### src/hdl/arcr_ram.sv
`timescale 1ns / 1ps
module arcr_ram #(
  parameter int W = 8,
  parameter int D = 64
) (
  input  logic                 clk,
  input  logic                 we,
  input  logic [$clog2(D)-1:0] waddr,
  input  logic [W-1:0]         wdata,
  input  logic [$clog2(D)-1:0] raddr,
  output logic [W-1:0]         rdata
);
  logic [W-1:0] mem [D];

  always_ff @(posedge clk) begin
    if (we) mem[waddr] <= wdata;
    rdata <= mem[raddr];
  end
endmodule

### config.mk
export PLATFORM = sky130hd
export DESIGN_NAME = arcr_ram
export DESIGN_NICKNAME = d
export VERILOG_FILES = /design/src/hdl/arcr_ram.sv
export SDC_FILE = /design/constraint.sdc
export NUM_CORES = 1
export LEC_CHECK = 0
export BUFFER_PORTS_ARGS = -buffer_cell sky130_fd_sc_hd__buf_4
export CAP_MARGIN = 30
export CORE_ASPECT_RATIO = 1.5
export CORE_MARGIN = 1.5
export CORE_UTILIZATION = 43
export DETAILED_ROUTE_END_ITERATION = 6
export SETUP_SLACK_MARGIN = 0.3
export SLEW_MARGIN = 20
export SYNTH_ARGS = -nofsm -noshare
export SYNTH_HDL_FRONTEND = slang
export SYNTH_SLANG_ARGS = --single-unit
### constraint.sdc
create_clock -name clk -period 2.7 [get_ports clk]
set_clock_uncertainty 0.15 [all_clocks]
set_input_delay 0.405 -clock clk [delete_from_list [all_inputs] [get_ports clk]]
set_output_delay 0.405 -clock clk [all_outputs]
set_load 0.05 [all_outputs]
# [Yosys cells after proc, flatten, opt, wreduce, memory -nomap -nowiden]
# Memory sizes are Yosys's and may differ from the RTL's. A register that Yosys moved wholly into a read port is not among the register bits.
# Index checks and enable logic that the tools add are counted.
[classes] n_eq_ne=0 add_sub_neg=0 div_mod_pow=0 n_reduce_logical=0 muxes=2 n_mul=0 n_lt_le_gt_ge=0 shift=0 bitwise_logic=0
[op_table] cell="$mux 1" count=2
[totals] word_cells=3 reg_bits=0 output_inout_bits=8 inputBits=22 memories=1 latchBits=0 mem_bits_ro=0 mem_bits_rw=512
[mem_list] memory="mem" depth=64 width=8 read_ports=1 rd_clocked_by_memory_dff=1 write_ports=1 line="13" text="logic [W-1:0] mem [D];"

# [Depth between registers and ports, before layout]
[depth] word_depth=2 depth_mapped=9 ltp_nobuf=5

# [Worst setup path after synthesis]
# No wires, ideal clock.
[synth_path] path_kind="input to register" from="input raddr[1]" to="register rdata[3] (read register of mem)" n_path_buf=3 setup_slack_ns=0.477 required_ns=2.422 stages=7 setup_time_ns=0.128 t_arrival_ns=1.945 cell_sequence="buf_4 -> buf_2 -> buf_2 -> mux4_2 -> mux4_2 -> o21ai_1 -> o41ai_1"
[synth_rtl] element="start: declaration" line="10" text="input logic [$clog2(D)-1:0] raddr,"
[synth_rtl] element="end: declaration" line="11" text="output logic [W-1:0] rdata"

==> results.json <==
{
  "cts_tree": "yes",
  "placementRows": 97,
  "synth_edf_count": 512,
  "netlist.area_leader.share_pct": 76.2,
  "synth.cell_area_um2": 20200,
  "hold_buffers": 0,
  "grt_overflow": 0,
  "syn_avg_cell_area_um2": 21.5,
  "postCtsSetupBuffers": 0,
  "synthTopCellsByArea": "edfxtp_1 (76%), mux4_2 (14%), nor2_1 (1.5%)",
  "period_share_pct": 81.4,
  "ys_async_sr_fraction_pct": 0,
  "dpl_worst_slack_ns": -0.0342,
  "slew_viol_final": 0,
  "fmax_ghz": 0.455,
  "crit_fanout": 1,
  "drive_gt1_share_pct": 31.9,
  "cts_root_buffer": "clkbuf_16",
  "area_growth_pct": 16.1,
  "cp-start-kind": "flip-flop",
  "die_w_um": 180,
  "worstMarginPinSlew_ns": 0.769,
  "yosys_warnings": 0,
  "critPathBufInv": 0,
  "core_area_um2": 46500,
  "setup_viol": 0,
  "synth_most_common_cell": "edfxtp_1",
  "slowest_delay_ns": 0.49,
  "critPathKind": "flip-flop to flip-flop",
  "via_count": 9775,
  "setup_tns_ns": 0,
  "portBuffers": 29,
  "postLayoutCoreUtil_pct": 50.4,
  "critPathCaptureType": "flip-flop",
  "yosysSeqAreaShare_pct": 77.0,
  "die-area_um2": 48200,
  "grt_max_degree": 65,
  "p_total_uw": 16800,
  "insertion_delay_ns": 0.57,
  "wl_per_cell_um": 27.6,
  "cts_buffers": 46,
  "gp_congestion": 0.810,
  "status": "complete, no violations",
  "ys_ff_latch": 520,
  "fin_nets": 1104,
  "syn_inst": 940,
  "grt_usage_pct": 20.0,
  "drc_errors": 0,
  "arrival_ns": 2.49,
  "setup_ws_ns": 0.501,
  "maxSlewHeadroom_pct": 48.7,
  "vias_per_cell": 5.70,
  "cp.required_ns": 2.99,
  "htreeDepth": 2,
  "yosysTopAreaCell": "edfxtp_1",
  "path_cells": "mux4_2 > mux2_2 > o221a_2 > nor3_1 > o32ai_1",
  "antenna_left": 0,
  "hold_viol_final": 0,
  "clock-sinks": 520,
  "hold_path_class": "primary input to flip-flop",
  "p_leak_uw": 0.00753,
  "cp_top_family": "multiplexers",
  "cts.repair.resized": 0,
  "synth_fp_nets": 962,
  "pwr_density_cell_nw_per_um2": 716,
  "rsz0062_at_grt": "no",
  "ys_types": 40,
  "die_y_um": 268,
  "fin_crit_ns": 2.20,
  "synth_flop_cell": "edfxtp_1",
  "drv_cap": 0,
  "insertedDiodeCount": 0,
  "clk_path_buf_depth": 3,
  "drt_first_pass_iters": 5,
  "clkTransAtPathRegs_ns": 0.07,
  "post-dp-hpwl_um": 30400,
  "irDropWorstVdd_uv": 454,
  "start_util_pct": 43.4,
  "ioPinCount": 30,
  "grt_pass1_wl_um": 69400,
  "wirelength_um": 47300,
  "slowest_stage": "mux4_2",
  "ys_top_cells_by_count": "edfxtp_1 (512), mux4_2 (126), nor2_1 (83)",
  "worst_hold_slack_ns": 0.0926,
  "grt_pass1_vias": 10300,
  "detail_route.iter0.violations": 943,
  "antenna_found_initial": 0
}
cells in the final DEF (no fill, tap or decap), drive strengths merged, types with 2 or more instances in the layout:
cell / instances
edfxtp: 512
buf: 144
mux4: 126
nor2: 83
clkbuf: 60
mux2i: 23
clkinv: 20
nand2: 19
nor2b: 14
mux2: 13
nand3: 13
o221ai: 8
o22ai: 8
dfxtp: 8
nand2b: 7
nor3: 7
a221oi: 6
bufinv: 6
a211oi: 4
o21ai: 4
nand3b: 3
a21oi: 3
a22oi: 3
o2111ai: 3
o2bb2ai: 3
o221a: 2
nor4: 2
o32ai: 2
a2111oi: 2
o21a: 2
o41ai: 2
nand4: 2
cell type report:
class / instances / area, um2
Timing Repair Buffer: 145 / 1230
Multi-Input combinational cell: 369 / 4320
Clock buffer: 59 / 1300
Clock inverter: 27 / 292
Sequential cell: 520 / 15500
Fill cell: 3650 / 23100
Tap cell: 594 / 743
per-layer routing:
metal	vias up	share of wire [%]	GRT usage, %
li1	4214	-	-
met1	5206	38	23.9
met2	279	54	37.0
met3	76	4.3	2.74
met4	0	3.2	7.25
met5	-	0	0
flip-flops by register name, indices dropped and copies added, names as in the netlist:
name   cells
rdata      8
mem      512
worst min-delay path, stage by stage:
cell and delay (ns):
buf_4 0.19, nand2_1 0.08, o2bb2ai_1 0.07
kinds of logic (layout without fill, tap and decap cells):
| family | count (synthesis) | in the layout | synth area share (%) |
|---|---|---|---|
| compound gates | 54 | 54 | 2.07 |
| buf+inv | 51 | 231 | 1.57 |
| flops | 520 | 520 | 77.0 |
| mux | 162 | 162 | 15.9 |
| simple gates | 153 | 153 | 3.39 |
stage by stage:
step | instance area, um2 | instances
floorplan | 20200 | 940
global placement | 21800 | 1628
detailed placement | 21800 | 1628
CTS | 23400 | 1714
global route | 23400 | 1714
finish | 23400 | 1714
final timing paths:
check | from | endpoint | slack, ns | depth (start not counted)
hold reg to reg | mem[18][1] | rdata[1] | 0.72 | 4
setup reg to reg | mem[29][6] | rdata[6] | 0.50 | 5
setup / recovery | mem[29][6] | rdata[6] | 0.50 | 5
hold / removal | raddr[5] | rdata[2] | 0.09 | 3
where the power goes:
part | leakage, uW | internal [uW] | total, uW | switching (uW)
registers | 0.00467 | 8930 | 8960 | 31.8
logic | 0.00207 | 372 | 960 | 588
clock network | 0.000783 | 4000 | 6840 | 2850
total | 0.00753 | 13300 | 16800 | 3470
Power figures use the tool's default switching activity.
